`config.mk`:
```
export PLATFORM = sky130hd
export DESIGN_NAME = i2c_register_access_sequencer_top
export DESIGN_NICKNAME = d
export VERILOG_FILES = /design/src/rtl/core/i2cras_pkg.sv /design/src/rtl/core/i2c_register_access_sequencer_top.sv /design/src/rtl/core/i2cras_seq.sv
export SDC_FILE = /design/constraint.sdc
export NUM_CORES = 1
export LEC_CHECK = 0
export BUFFER_PORTS_ARGS = -buffer_cell sky130_fd_sc_hd__buf_2
export CAP_MARGIN = 20
export CORE_ASPECT_RATIO = 1.2
export CORE_MARGIN = 5
export CORE_UTILIZATION = 43
export DETAILED_ROUTE_END_ITERATION = 12
export GPL_TIMING_DRIVEN = 0
export HOLD_SLACK_MARGIN = 0.03
export PLACE_DENSITY = 0.66
export SETUP_SLACK_MARGIN = 0.05
export SLEW_MARGIN = 40
export SYNTH_ARGS = -nofsm -noshare
export SYNTH_HDL_FRONTEND = slang
export SYNTH_SLANG_ARGS = --single-unit
export TNS_END_PERCENT = 20
```
`constraint.sdc`:
```
create_clock -name clk_i -period 5.5 [get_ports clk_i]
set_input_delay 1.1 -clock clk_i [delete_from_list [all_inputs] [get_ports clk_i]]
set_output_delay 1.1 -clock clk_i [all_outputs]
set_load 0.005 [all_outputs]
```
`src/rtl/core/i2cras_pkg.sv`:
```
// ----------------------------------------------------------------------------
// I2C register sequencer package
// Command, status and step codes, state and result records, port widths.
// ----------------------------------------------------------------------------
package i2cras_pkg;

  localparam int unsigned InTdataW  = 32;
  localparam int unsigned InTuserW  = 2;
  localparam int unsigned OutTdataW = 24;
  localparam int unsigned OutTuserW = 5;

  localparam logic [7:0] ReadBit = 8'h01;

  typedef enum logic [1:0] {
    ACT_READ  = 2'd0,
    ACT_WRITE = 2'd1,
    ACT_EVENT = 2'd2
  } action_e;

  typedef enum logic [2:0] {
    CMD_NONE    = 3'd0,
    CMD_START   = 3'd1,
    CMD_SEND    = 3'd2,
    CMD_RESTART = 3'd3,
    CMD_RXEN    = 3'd4,
    CMD_NACK    = 3'd5,
    CMD_STOP    = 3'd6,
    CMD_REINIT  = 3'd7
  } cmd_e;

  typedef enum logic [1:0] {
    ST_IDLE  = 2'd0,
    ST_BUSY  = 2'd1,
    ST_ERROR = 2'd2
  } status_e;

  typedef enum logic [3:0] {
    STEP_NONE    = 4'd0,
    STEP_DEV     = 4'd1,
    STEP_REG     = 4'd2,
    STEP_BRANCH  = 4'd3,
    STEP_RD_DEV  = 4'd4,
    STEP_RX_EN   = 4'd5,
    STEP_CAPTURE = 4'd6,
    STEP_RD_STOP = 4'd7,
    STEP_WR_STOP = 4'd8,
    STEP_DONE    = 4'd9
  } step_e;

  typedef struct packed {
    step_e      step;
    status_e    status;
    logic [7:0] dev_sel;
    logic [7:0] reg_sel;
    logic       is_read;
    logic [7:0] tx_data;
    logic [7:0] rx_data;
  } seq_state_t;

  typedef struct packed {
    cmd_e       command;
    logic [7:0] tx_byte;
    logic       accepted;
    logic       rx_valid;
    logic [7:0] rx_data;
    status_e    status;
  } seq_result_t;

endpackage

```
`src/rtl/core/i2c_register_access_sequencer_top.sv`:
```
// ----------------------------------------------------------------------------
// I2C register access sequencer
// Drives a byte-level I2C master engine through single-register reads and
// writes, one engine command per item.
// ----------------------------------------------------------------------------
//  channel  | dir | tuser                 | tdata
//  s_axis   | in  | action                | dev addr, reg addr, wr data, rx byte
//  m_axis   | out | command, acc, rx_vld  | tx byte, rx data, status
//
//  One item in, one item out. An item's result is ready in the cycle after it
//  is taken; sustained rate is one item per cycle while m_axis is not stalled,
//  set by the single output register behind the step logic.
//  Reset (rst_ni low, async) clears the sequencer state and empties the
//  output register.
//  While a result waits on m_axis, s_axis is held off only if m_axis_tready_i
//  is low; otherwise the next item is taken in the same cycle.
// ----------------------------------------------------------------------------
module i2c_register_access_sequencer_top (
  input  logic                            clk_i,
  input  logic                            rst_ni,
  input  logic                            s_axis_tvalid_i,
  output logic                            s_axis_tready_o,
  // [7:0] device_address, [15:8] register_address, [23:16] write_data,
  // [31:24] engine_rx_byte
  input  logic [i2cras_pkg::InTdataW-1:0]  s_axis_tdata_i,
  // [1:0] action
  input  logic [i2cras_pkg::InTuserW-1:0]  s_axis_tuser_i,
  output logic                            m_axis_tvalid_o,
  input  logic                            m_axis_tready_i,
  // [7:0] tx_byte, [15:8] rx_data, [17:16] status, [23:18] zero
  output logic [i2cras_pkg::OutTdataW-1:0] m_axis_tdata_o,
  // [2:0] command, [3] accepted, [4] rx_valid
  output logic [i2cras_pkg::OutTuserW-1:0] m_axis_tuser_o
);
  import i2cras_pkg::*;

  seq_state_t  state_q, state_d;
  seq_result_t result;
  logic        out_valid_q, out_valid_d;
  logic [OutTdataW-1:0] out_tdata_q, out_tdata_d;
  logic [OutTuserW-1:0] out_tuser_q, out_tuser_d;
  logic        in_fire;

  // take a new item whenever the output slot is empty or draining now
  assign s_axis_tready_o = !out_valid_q || m_axis_tready_i;
  assign in_fire         = s_axis_tvalid_i && s_axis_tready_o;

  i2cras_seq u_seq (
    .state_i    (state_q),
    .action_i   (action_e'(s_axis_tuser_i)),
    .dev_sel_i  (s_axis_tdata_i[7:0]),
    .reg_sel_i  (s_axis_tdata_i[15:8]),
    .wr_data_i  (s_axis_tdata_i[23:16]),
    .rx_byte_i  (s_axis_tdata_i[31:24]),
    .state_o    (state_d),
    .result_o   (result)
  );

  always_comb begin
    out_valid_d = out_valid_q;
    out_tdata_d = out_tdata_q;
    out_tuser_d = out_tuser_q;
    if (in_fire) begin
      out_valid_d = 1'b1;
      out_tdata_d = {6'b0, result.status, result.rx_data, result.tx_byte};
      out_tuser_d = {result.rx_valid, result.accepted, result.command};
    end else if (m_axis_tready_i) begin
      out_valid_d = 1'b0;
    end
  end

  // all-zero state is step none, status idle
  always_ff @(posedge clk_i or negedge rst_ni) begin
    if (!rst_ni) begin
      state_q     <= '0;
      out_valid_q <= 1'b0;
    end else begin
      out_valid_q <= out_valid_d;
      if (in_fire) begin
        state_q <= state_d;
      end
    end
  end

  // payload holds no reset
  always_ff @(posedge clk_i) begin
    out_tdata_q <= out_tdata_d;
    out_tuser_q <= out_tuser_d;
  end

  assign m_axis_tvalid_o = out_valid_q;
  assign m_axis_tdata_o  = out_tdata_q;
  assign m_axis_tuser_o  = out_tuser_q;

endmodule

```
`src/rtl/core/i2cras_seq.sv`:
```
// ----------------------------------------------------------------------------
// I2C register sequencer step logic
// Combinational next state and result for one item.
// ----------------------------------------------------------------------------
module i2cras_seq (
  input  i2cras_pkg::seq_state_t  state_i,
  input  i2cras_pkg::action_e     action_i,
  input  logic [7:0]              dev_sel_i,
  input  logic [7:0]              reg_sel_i,
  input  logic [7:0]              wr_data_i,
  input  logic [7:0]              rx_byte_i,
  output i2cras_pkg::seq_state_t  state_o,
  output i2cras_pkg::seq_result_t result_o
);
  import i2cras_pkg::*;

  logic start_ok;
  assign start_ok = (state_i.status == ST_IDLE);

  // next state
  always_comb begin
    state_o = state_i;
    case (action_i)
      ACT_READ, ACT_WRITE: begin
        if (start_ok) begin
          state_o.status  = ST_BUSY;
          state_o.step    = STEP_DEV;
          state_o.dev_sel = dev_sel_i;
          state_o.reg_sel = reg_sel_i;
          state_o.is_read = (action_i == ACT_READ);
          if (action_i == ACT_WRITE) begin
            state_o.tx_data = wr_data_i;
          end
        end
      end
      ACT_EVENT: begin
        case (state_i.step)
          STEP_DEV:     state_o.step = STEP_REG;
          STEP_REG:     state_o.step = STEP_BRANCH;
          STEP_BRANCH:  state_o.step = state_i.is_read ? STEP_RD_DEV : STEP_WR_STOP;
          STEP_RD_DEV:  state_o.step = STEP_RX_EN;
          STEP_RX_EN:   state_o.step = STEP_CAPTURE;
          STEP_CAPTURE: begin
            state_o.rx_data = rx_byte_i;
            state_o.step    = STEP_RD_STOP;
          end
          STEP_RD_STOP, STEP_WR_STOP: state_o.step = STEP_DONE;
          STEP_DONE: begin
            state_o.status  = ST_IDLE;
            state_o.step    = STEP_NONE;
            state_o.is_read = 1'b0;
          end
          default: begin
            // event with nothing in flight
            state_o.status = ST_ERROR;
            state_o.step   = STEP_NONE;
          end
        endcase
      end
      default: ;
    endcase
  end

  // result
  always_comb begin
    result_o          = '0;
    result_o.command  = CMD_NONE;
    result_o.rx_data  = state_o.rx_data;
    result_o.status   = state_o.status;
    case (action_i)
      ACT_READ, ACT_WRITE: begin
        if (start_ok) begin
          result_o.command  = CMD_START;
          result_o.accepted = 1'b1;
        end
      end
      ACT_EVENT: begin
        case (state_i.step)
          STEP_DEV: begin
            result_o.command = CMD_SEND;
            result_o.tx_byte = state_i.dev_sel;
          end
          STEP_REG: begin
            result_o.command = CMD_SEND;
            result_o.tx_byte = state_i.reg_sel;
          end
          STEP_BRANCH: begin
            if (state_i.is_read) begin
              result_o.command = CMD_RESTART;
            end else begin
              result_o.command = CMD_SEND;
              result_o.tx_byte = state_i.tx_data;
            end
          end
          STEP_RD_DEV: begin
            result_o.command = CMD_SEND;
            result_o.tx_byte = state_i.dev_sel | ReadBit;
          end
          STEP_RX_EN:   result_o.command = CMD_RXEN;
          STEP_CAPTURE: begin
            result_o.command  = CMD_NACK;
            result_o.rx_valid = 1'b1;
          end
          STEP_RD_STOP, STEP_WR_STOP: result_o.command = CMD_STOP;
          STEP_DONE:    result_o.command = CMD_NONE;
          default:      result_o.command = CMD_REINIT;
        endcase
      end
      default: ;
    endcase
  end

endmodule

```
# ---- Yosys cells after proc, flatten, opt, wreduce, memory -nomap -nowiden
# Cells that the tools add are included.
# Widths: inputs -> output; s select.
dict set report totals {
  ff_bits 63
  inputBits 38
  output_inout_bits 31
  wordCells 61
}
dict set report classes {
  eq_ne 13
  muxes 20
  reduce_logical 15
}
# op n
set ops {}
lappend ops {{$mux 8} 4}
lappend ops {{$pmux 8 s4} 1}
lappend ops {{$mux 31} 1}
lappend ops {{$pmux 4 s7} 1}
lappend ops {{$pmux 3 s6} 1}
lappend ops {{$eq 4x3->1 const B} 4}
lappend ops {{$pmux 6 s2} 1}
lappend ops {{$eq 4x2->1 const B} 2}
lappend ops {{$eq 4x4->1 const B} 2}
lappend ops {{$reduce_and 4->1} 2}
lappend ops {{$reduce_or 8->1} 1}
lappend ops {{$mux 1} 7}
lappend ops {{$pmux 3 s2} 1}
lappend ops {{$reduce_and 3->1} 2}
lappend ops {{$eq 4x1->1 const B} 1}
lappend ops {{$logic_not 2->1} 2}
lappend ops {{$mux 4} 1}
lappend ops {{$pmux 2 s2} 1}
lappend ops {{$reduce_bool 2->1} 2}
lappend ops {{$reduce_or 2->1} 2}
lappend ops {{$reduce_or 3->1} 1}
lappend ops {{$eq 2x1->1 const B} 1}
lappend ops {{$eq 2x2->1 const B} 1}
lappend ops {{$ne 2x1->1 const B} 1}
lappend ops {{5 further kinds} 5}

# ---- Logic depth before layout (Yosys ltp)
# Gate-level depths: netlist of run 1.
dict set report logic_depth {
  ltp_word 4
  depth_mapped 5
  mapped_depth_nobuf 4
}

# ---- Cells and area by module
# Synthesis of run 1 repeated with hierarchy kept, for this count alone.
dict set report hier_totals {
  cells_unflattened 262
  hier_area_um2 3553.4
}
# mod instances cells_per_inst area_each_um2 seq_area_each_um2
set by_module_without_submodules {}
lappend by_module_without_submodules {i2c_register_access_sequencer_top 1 117 2406.1 1691.6}
lappend by_module_without_submodules {i2cras_seq 1 145 1147.4 0.0}

# ---- Worst setup path after synthesis of run 1
# No wires, ideal clock.
dict set report synth_timing {
  kind {input to register}
  start {in s_axis_tvalid_i}
  end {reg out_tdata_q[0], in the netlist m_axis_tdata_o[0] (enable)}
  setup_ps 404
  arrival_ps 2599
  required_time_ps 5096
  setup_slack_ps 2497
  cell_stages 3
  n_path_buf 1
  path_cell_list {clkbuf_1 inv_1 nor2_1}
}
dict set report synth_between {
  elab_chain_cells 1
}
# item line_no
set synth_rtl {}
lappend synth_rtl {{from (decl)} i2c_register_access_sequencer_top.sv:21} ;# input logic s_axis_tvalid_i,
lappend synth_rtl {{$logic_and 1x1->1} i2c_register_access_sequencer_top.sv:46} ;# assign in_fire = s_axis_tvalid_i && s_axis_tready_o;
lappend synth_rtl {{named net in_fire} i2c_register_access_sequencer_top.sv:42} ;# logic in_fire;
lappend synth_rtl {{to (signal assigned)} i2c_register_access_sequencer_top.sv:87} ;# out_tdata_q <= out_tdata_d;
lappend synth_rtl {{to (decl)} i2c_register_access_sequencer_top.sv:40} ;# logic [OutTdataW-1:0] out_tdata_q, out_tdata_d;
# The timed path passes the listed nets, and every way through them passes these cells.
# A chain may end at the register's enable or synchronous reset.

# ---- Worst setup path in the final report of run 1
dict set report layout_timing {
  start {in m_axis_tready_i}
  end {out s_axis_tready_o}
}
dict set report layout_between {
  elab_chain_cells 1
}
# item line_no
set layout_rtl {}
lappend layout_rtl {{from (decl)} i2c_register_access_sequencer_top.sv:29} ;# input logic m_axis_tready_i,
lappend layout_rtl {{$logic_or 1x1->1} i2c_register_access_sequencer_top.sv:45} ;# assign s_axis_tready_o = !out_valid_q || m_axis_tready_i;
lappend layout_rtl {{to (decl)} i2c_register_access_sequencer_top.sv:22} ;# output logic s_axis_tready_o,
# No other way between the ends.

==> reports/metrics.yaml, run 1 <==
status:
  status: "finished clean"
logic_synthesis:
  postSynthAreaPerCell_sq_um: 12.8
  netlist.top_cell.by_area: "dfrtp_1"
  synth_xor_xnor_area_share: 0.00574
  ys_warn_count: 0
  synth_top_family_by_area: "multiplexers"
  synth_seq_cells: 63
  synth-adder-area-share: 0
  ys_seq_area_frac: 0.554
  netlist-cell-type-count: 49
  synth.top_cells.by_area: "dfrtp_1, edfxtp_1, mux2_2, and3b_1, a21oi_1"
  synth_mux_area_frac: 0.148
  post-synth-top-area-fraction: 0.328
  synth_flop_cell: "dfrtp_1"
  synth_async_sr_flop_share: 0.635
  basic_gate_share_of_the_synthesized_area_counting_and_or_nand_and_nor_cells: 0.133
  yosysMostFrequentCell: "dfrtp_1"
  synth.cell_area_sq_mm: 0.00305
  number_of_flops_mapped_to_enable_cells_by_yosys: 23
  synth.top_cells.by_count: "dfrtp_1, mux2_2, edfxtp_1"
  post_synthesis_compound_gate_area_fraction: 0.111
  post_synth_inst_count: 239
drt:
  vias_per_cell: 5.32
  detail_route.wirelength_um: 6950
  initialDrtViolationCount: 187
  first_pass_iters: 4
  vias: 2176
  detail_route.wl_per_cell_um: 17.0
  final_antenna_net_count: 0
  drc_errors: 0
clock_tree:
  cts-root-buf: "clkbuf_8"
  clkLatencyLatePin_ns: 0.34
  postCtsHoldBufs: 0
  post_cts_resized: 0
  cts_made_buffers: 9
  tritoncts: "built"
  max-clock-path-buffers: 2
  postCtsSetupBuffers: 0
  cts_num_sinks: 63
  h-tree-depth: 3
  clk_pin_slew_ns: 0.07
global_routing:
  grt_usage: 0.168
  grt_max_degree: 41
  grt_first_pass_wirelength_um: 11300
  number_of_global_route_vias_before_repair: 2254
  grt_antenna_before_repair: 0
  overflow: 0
finish:
  antenna_cells: 0
  multi_input_area_sq_mm: 0.00124
  regArea_sq_mm: 0.00169
  filler_cell_count: 630
  finalNetCount: 355
  p_r_area_growth_vs_syn_pct: 22.3
  post_layout_cell_count: 409
  layout_cells_sized_above_1: 0.416
sta:
  report.final.setup_viol: 0
  worst_clock_skew_ns: 0.00779
  layout_setup_ws_ns: 2.45
  post-route-period-util: 0.554
  unrepaired_setup_endpoints_after_global_routing: "false"
  timing.slew.headroom: 0.552
  hold_violations: 0
  setup-tns-final_ns: 0
  maxSlewViolCount: 0
  max_fclk_mhz: 328
  timing.final.crit_period_ns: 3.05
  worst_margin_pin_slew_ns: 0.667
pwr:
  worst_ir_drop_vdd_mv: 0.254
  design_power_total_uw: 1580
  power_density_mw_per_mm2: 423
  total_leakage_power_uw: 0.00175
worst_setup_path:
  worstPathRequired_ns: 4.40
  type_of_origin_of_the_critical_path: "input port"
  cp-end-kind: "output pin"
  cp.arrival_ns: 1.95
  worst-path-max-fanout: 10
  worst-setup-path-type: "input port to output pin"
placed_design:
  worst_setup_slack_before_clock_tree_synthesis_ns: 2.46
  placed_wire_length_estimate_um: 4890
  numPlacedInstances: 393
  routabilityCongestion: 0.915
  port_buffers: 61
floorplan:
  die_x_um: 86.9
  starting_density: 0.443
  num_io_pins: 69
  placeableCoreArea_sq_mm: 0.00690
  std_cell_rows: 33
  floorplan.die_area_sq_mm: 0.00889
  die_h_um: 102
job:
  cap_viol_max_count: 0
min_path:
  timing.hold.worst.class: "flip-flop to flip-flop"
-- metrics by stage --
step,instance area (sq um),hold WS (ns),util
after floorplan,3070,0.456,-
after global placement,3480,0.480,0.505
after detailed placement,3520,0.481,0.511
after CTS,3730,0.496,0.541
after global routing,3730,0.510,0.541
final,3730,0.487,0.541
-- registers in the layout, indices dropped and copies added, names as in the netlist --
signal           flops
m_axis_tvalid_o      1
m_axis_tdata_o      18
m_axis_tuser_o       5
state_q             39
-- worst max-delay path, cell delays in order --
cell	delay (ns)
buf_2	0.09
nor2b_1	0.36
inv_2	0.21
buf_2	0.18
-- kinds of logic (layout without fill, tap and decap cells) --
logic type | Yosys count | count (layout)
xor+xnor | 2 | 2
mux | 40 | 40
compound gates | 52 | 52
other cells | 1 | 6
simple gates | 51 | 51
flops | 63 | 63
buf+inv | 30 | 108
-- final timing paths --
kind	start	end	slack, ns	cells after the start
max in group asynchronous	rst_ni	m_axis_tvalid_o$_DFFE_PN0P_	4.41	1
min	state_q[21]$_DFFE_PN0P_	state_q[21]$_DFFE_PN0P_	0.49	1
min reg2reg	state_q[21]$_DFFE_PN0P_	state_q[21]$_DFFE_PN0P_	0.49	1
min in group asynchronous	rst_ni	state_q[8]$_DFFE_PN0P_	0.73	1
max reg2reg	m_axis_tvalid_o$_DFFE_PN0P_	state_q[26]$_DFFE_PN0P_	3.60	5
max	m_axis_tready_i	s_axis_tready_o	2.45	4
-- layout make-up --
class	instances	share of cell area
flip-flops and latches	63	0.453
repair buffers	62	0.0898
plain buffers	23	0.0315
multi-input cells	151	0.333
inverters	7	0.00704
clock inverters	7	0.0235
clock buffers	9	0.0332
well taps	87	0.0292
-- power breakdown --
group | leakage [uW] | switching (uW) | internal (uW) | total [uW]
sequential | 0.000744 | 59.2 | 609 | 668
clock | 0.000100 | 183 | 251 | 434
combinational | 0.000905 | 258 | 220 | 478
-- cells in the final DEF (no fill, tap or decap), types with 8 or more instances in the layout --
cell | synthesis | final
a21oi_1 | 14 | 14
and3b_1 | 17 | 17
buf_2 | 7 | 67
clkbuf_1 | 9 | 9
clkbuf_8 | 0 | 9
dfrtp_1 | 40 | 40
edfxtp_1 | 23 | 23
mux2_2 | 37 | 37
nor2b_1 | 8 | 8
o21ai_0 | 11 | 11
-- per-layer routing --
| metal | routed length [um] | share of wire | vias to the layer above | GRT usage |
|---|---|---|---|---|
| li1 | - | - | 1050 | - |
| met1 | 2970 | 0.43 | 1037 | 0.216 |
| met2 | 3410 | 0.49 | 80 | 0.273 |
| met3 | 487 | 0.070 | 9 | 0.0444 |
| met4 | 81 | 0.012 | 0 | 0.0588 |
| met5 | 0 | 0 | - | 0 |
No activity file was read; power rests on OpenSTA's default activity.
==> run 2, diff against run 1 <==
- PLACE_DENSITY: 0.66 -> 0.68
- clock period: 5.5 -> 2.7 ns (I/O delays scaled with it)
==> run 2 against run 1 <==
Compared with the run above:
- count of clock-buffer cells in the layout up 3
- clock skew about the same
- highest routed layer unchanged
- sequential cell count stayed put
- die area is the same
- clock power is 98% higher
- critical path type is now flip-flop to output pin
- global-route usage down 0.31 points
- worst hold slack worse by 0.30 ns
- wire length rose by 1.5%
- final cell count stayed put
==> reports/metrics.yaml, run 2 (synthesis gave the netlist of run 1 again) <==
pwr:
  clock_group_share_of_total_power: 0.268  # was 0.274
  worst_ir_drop_vdd_mv: 0.369  # was 0.254 mV
  seq_power_share: 0.426  # was 0.423
  combinationalPowerShare: 0.305  # was 0.303
  power.switching_fraction: 0.312  # was 0.316
  switching_power_uw: 1000  # was 500 uW
  total_leakage_power_uw: 0.00175  # about the same
  internal_power_uw: 2210  # was 1080 uW
  power_density_mw_per_mm2: 863  # was 423 mW/mm^2
placed_design:
  routabilityCongestion: 0.857  # was 0.915
  port_buffers: 61  # unchanged
  placed_wire_length_estimate_um: 4920  # was 4890 um
clock_tree:
  clkLatencyLatePin_ns: 0.33  # was 0.34 ns
  clk_pin_slew_ns: 0.07  # about the same
  tritoncts: "built"  # unchanged
  cts_made_buffers: 9  # unchanged
  cts-root-buf: "clkbuf_8"  # unchanged
  postCtsHoldBufs: 0  # unchanged
  h-tree-depth: 3  # unchanged
  max-clock-path-buffers: 2  # unchanged
  postCtsSetupBuffers: 0  # unchanged
  cts_num_sinks: 63  # unchanged
  post_cts_resized: 0  # unchanged
floorplan:
  num_io_pins: 69  # unchanged
  starting_density: 0.443  # unchanged
  die_x_um: 86.9  # unchanged
  floorplan.die_area_sq_mm: 0.00889  # unchanged
  placeableCoreArea_sq_mm: 0.00690  # unchanged
  die_h_um: 102  # unchanged
  std_cell_rows: 33  # unchanged
sta:
  timing.final.crit_period_ns: 1.97
  maxSlewViolCount: 0  # unchanged
  worst_margin_pin_slew_ns: 0.624  # was 0.667 ns
  setup-tns-final_ns: 0  # unchanged
  hold_violations: 0  # unchanged
  post-route-period-util: 0.728
  report.final.setup_viol: 0  # unchanged
  timing.slew.headroom: 0.582  # was 0.552
  worst_clock_skew_ns: 0.00820  # was 0.00779 ns
  max_fclk_mhz: 508
  unrepaired_setup_endpoints_after_global_routing: "false"  # unchanged
global_routing:
  overflow: 0  # unchanged
  grt_first_pass_wirelength_um: 11100  # was 11300 um
  number_of_global_route_vias_before_repair: 2232  # was 2254
  grt_max_degree: 41  # unchanged
  grt_antenna_before_repair: 0  # unchanged
  grt_usage: 0.165  # was 0.168
drt:
  vias_per_cell: 5.46  # was 5.32
  first_pass_iters: 5  # was 4
  detail_route.wirelength_um: 7050  # was 6950 um
  drc_errors: 0  # unchanged
  final_antenna_net_count: 0  # unchanged
  vias: 2235  # was 2176
  detail_route.wl_per_cell_um: 17.2  # was 17.0 um
  initialDrtViolationCount: 160  # was 187
finish:
  commonest_cells_after_routing_fill_and_taps_aside: "buf_2, dfrtp_1, mux2_2"  # unchanged
  largest_register_ffs: 39  # unchanged
  most_common_cell_after_layout_fill_and_taps_aside: "buf_2"  # unchanged
  final_core_util: 0.539  # was 0.541
  most_flop_heavy_register: "state_q"  # unchanged
  antenna_cells: 0  # unchanged
  layout_cells_sized_above_1: 0.413  # was 0.416
  p_r_area_growth_vs_syn_pct: 21.7  # was 22.3%
  filler_cell_count: 631  # was 630
  finalNetCount: 355  # unchanged
status:
  status: "finished clean"  # unchanged
min_path:
  timing.hold.worst.class: "input port to async pin"  # was flip-flop to flip-flop
worst_setup_path:
  beginning_of_the_worst_register_to_register_path: "m_axis_tvalid_o$_DFFE_PN0P_"  # unchanged
  startpoint: "m_axis_tvalid_o$_DFFE_PN0P_"  # was m_axis_tready_i
  worst-setup-path-type: "flip-flop to output pin"  # was input port to output pin
  regToRegEndpoint: "state_q[27]$_DFFE_PN0P_"  # was state_q[26]$_DFFE_PN0P_
  cp-end-kind: "output pin"  # unchanged
  reg2reg_depth: 5  # unchanged
  timing.critical_path.to: "s_axis_tready_o"  # unchanged
  cp.arrival_ns: 1.43  # was 1.95 ns
  worstPathRequired_ns: 2.16  # was 4.40 ns
  type_of_origin_of_the_critical_path: "flip-flop"  # was input port
  worst-path-max-fanout: 10  # unchanged
  rrSetupSlack_ns: 0.79  # was 3.60 ns
job:
  cap_viol_max_count: 0  # unchanged
run 2: layout make-up:
cell class	count	area, sq um	area share
Clock buffer	12	135	0.0364
Tap cell	87	109	0.0293
Sequential cell	63	1690	0.455
Timing Repair Buffer	62	323	0.0869
Buffer	23	118	0.0317
Inverter	7	26.3	0.00707
Clock inverter	4	70.1	0.0189
Multi-Input combinational cell	151	1240	0.334
run 2: worst min path at each step:
stage,slack (ns),start,endpoint
floorplan,0.24,rst_ni,m_axis_tvalid_o$_DFFE_PN0P_
global placement,0.48,state_q[21]$_DFFE_PN0P_,state_q[21]$_DFFE_PN0P_
detailed placement,0.48,state_q[21]$_DFFE_PN0P_,state_q[21]$_DFFE_PN0P_
CTS,0.20,rst_ni,m_axis_tvalid_o$_DFFE_PN0P_
global route,0.22,rst_ni,state_q[37]$_DFFE_PN0P_
finish,0.18,rst_ni,state_q[3]$_DFFE_PN0P_
run 2: metrics by stage:
| stage | worst slack, ns | std cells | power [uW] | hold WS [ns] | instance area (sq um) |
|---|---|---|---|---|---|
| 4_1_cts | 0.715 | 409 | 3220 | 0.205 | 3710 |
| 3_3_place_gp | -0.502 | 392 | 2310 | 0.477 | 3480 |
| 5_1_grt | 0.624 | 409 | 3390 | 0.221 | 3710 |
| 6_report | 0.733 | 409 | 3210 | 0.184 | 3710 |
| 2_1_floorplan | 0.257 | 244 | 2040 | 0.244 | 3070 |
| 3_5_place_dp | 0.497 | 393 | 2360 | 0.479 | 3510 |
run 2: routing by layer:
metal | global-route usage | wire, um
met5 | 0 | 0
met2 | 0.271 | 3470
met4 | 0.0564 | 72
met3 | 0.0484 | 588
met1 | 0.207 | 2920
run 2: worst max-delay path, stage by stage, from the launching register on:
cell and delay [ns]:
dfrtp_1 0.33, nor2b_1 0.37, inv_2 0.21, buf_2 0.18
run 2: power by group through the flow:
stage                     combinational [uW]  sequential (uW)  clock, uW
after floorplan                          692             1350          0
after global placement                   939             1370          0
after detailed placement                 971             1390          0
after CTS                                975             1370        877
after global routing                    1070             1390        932
final                                    979             1370        860
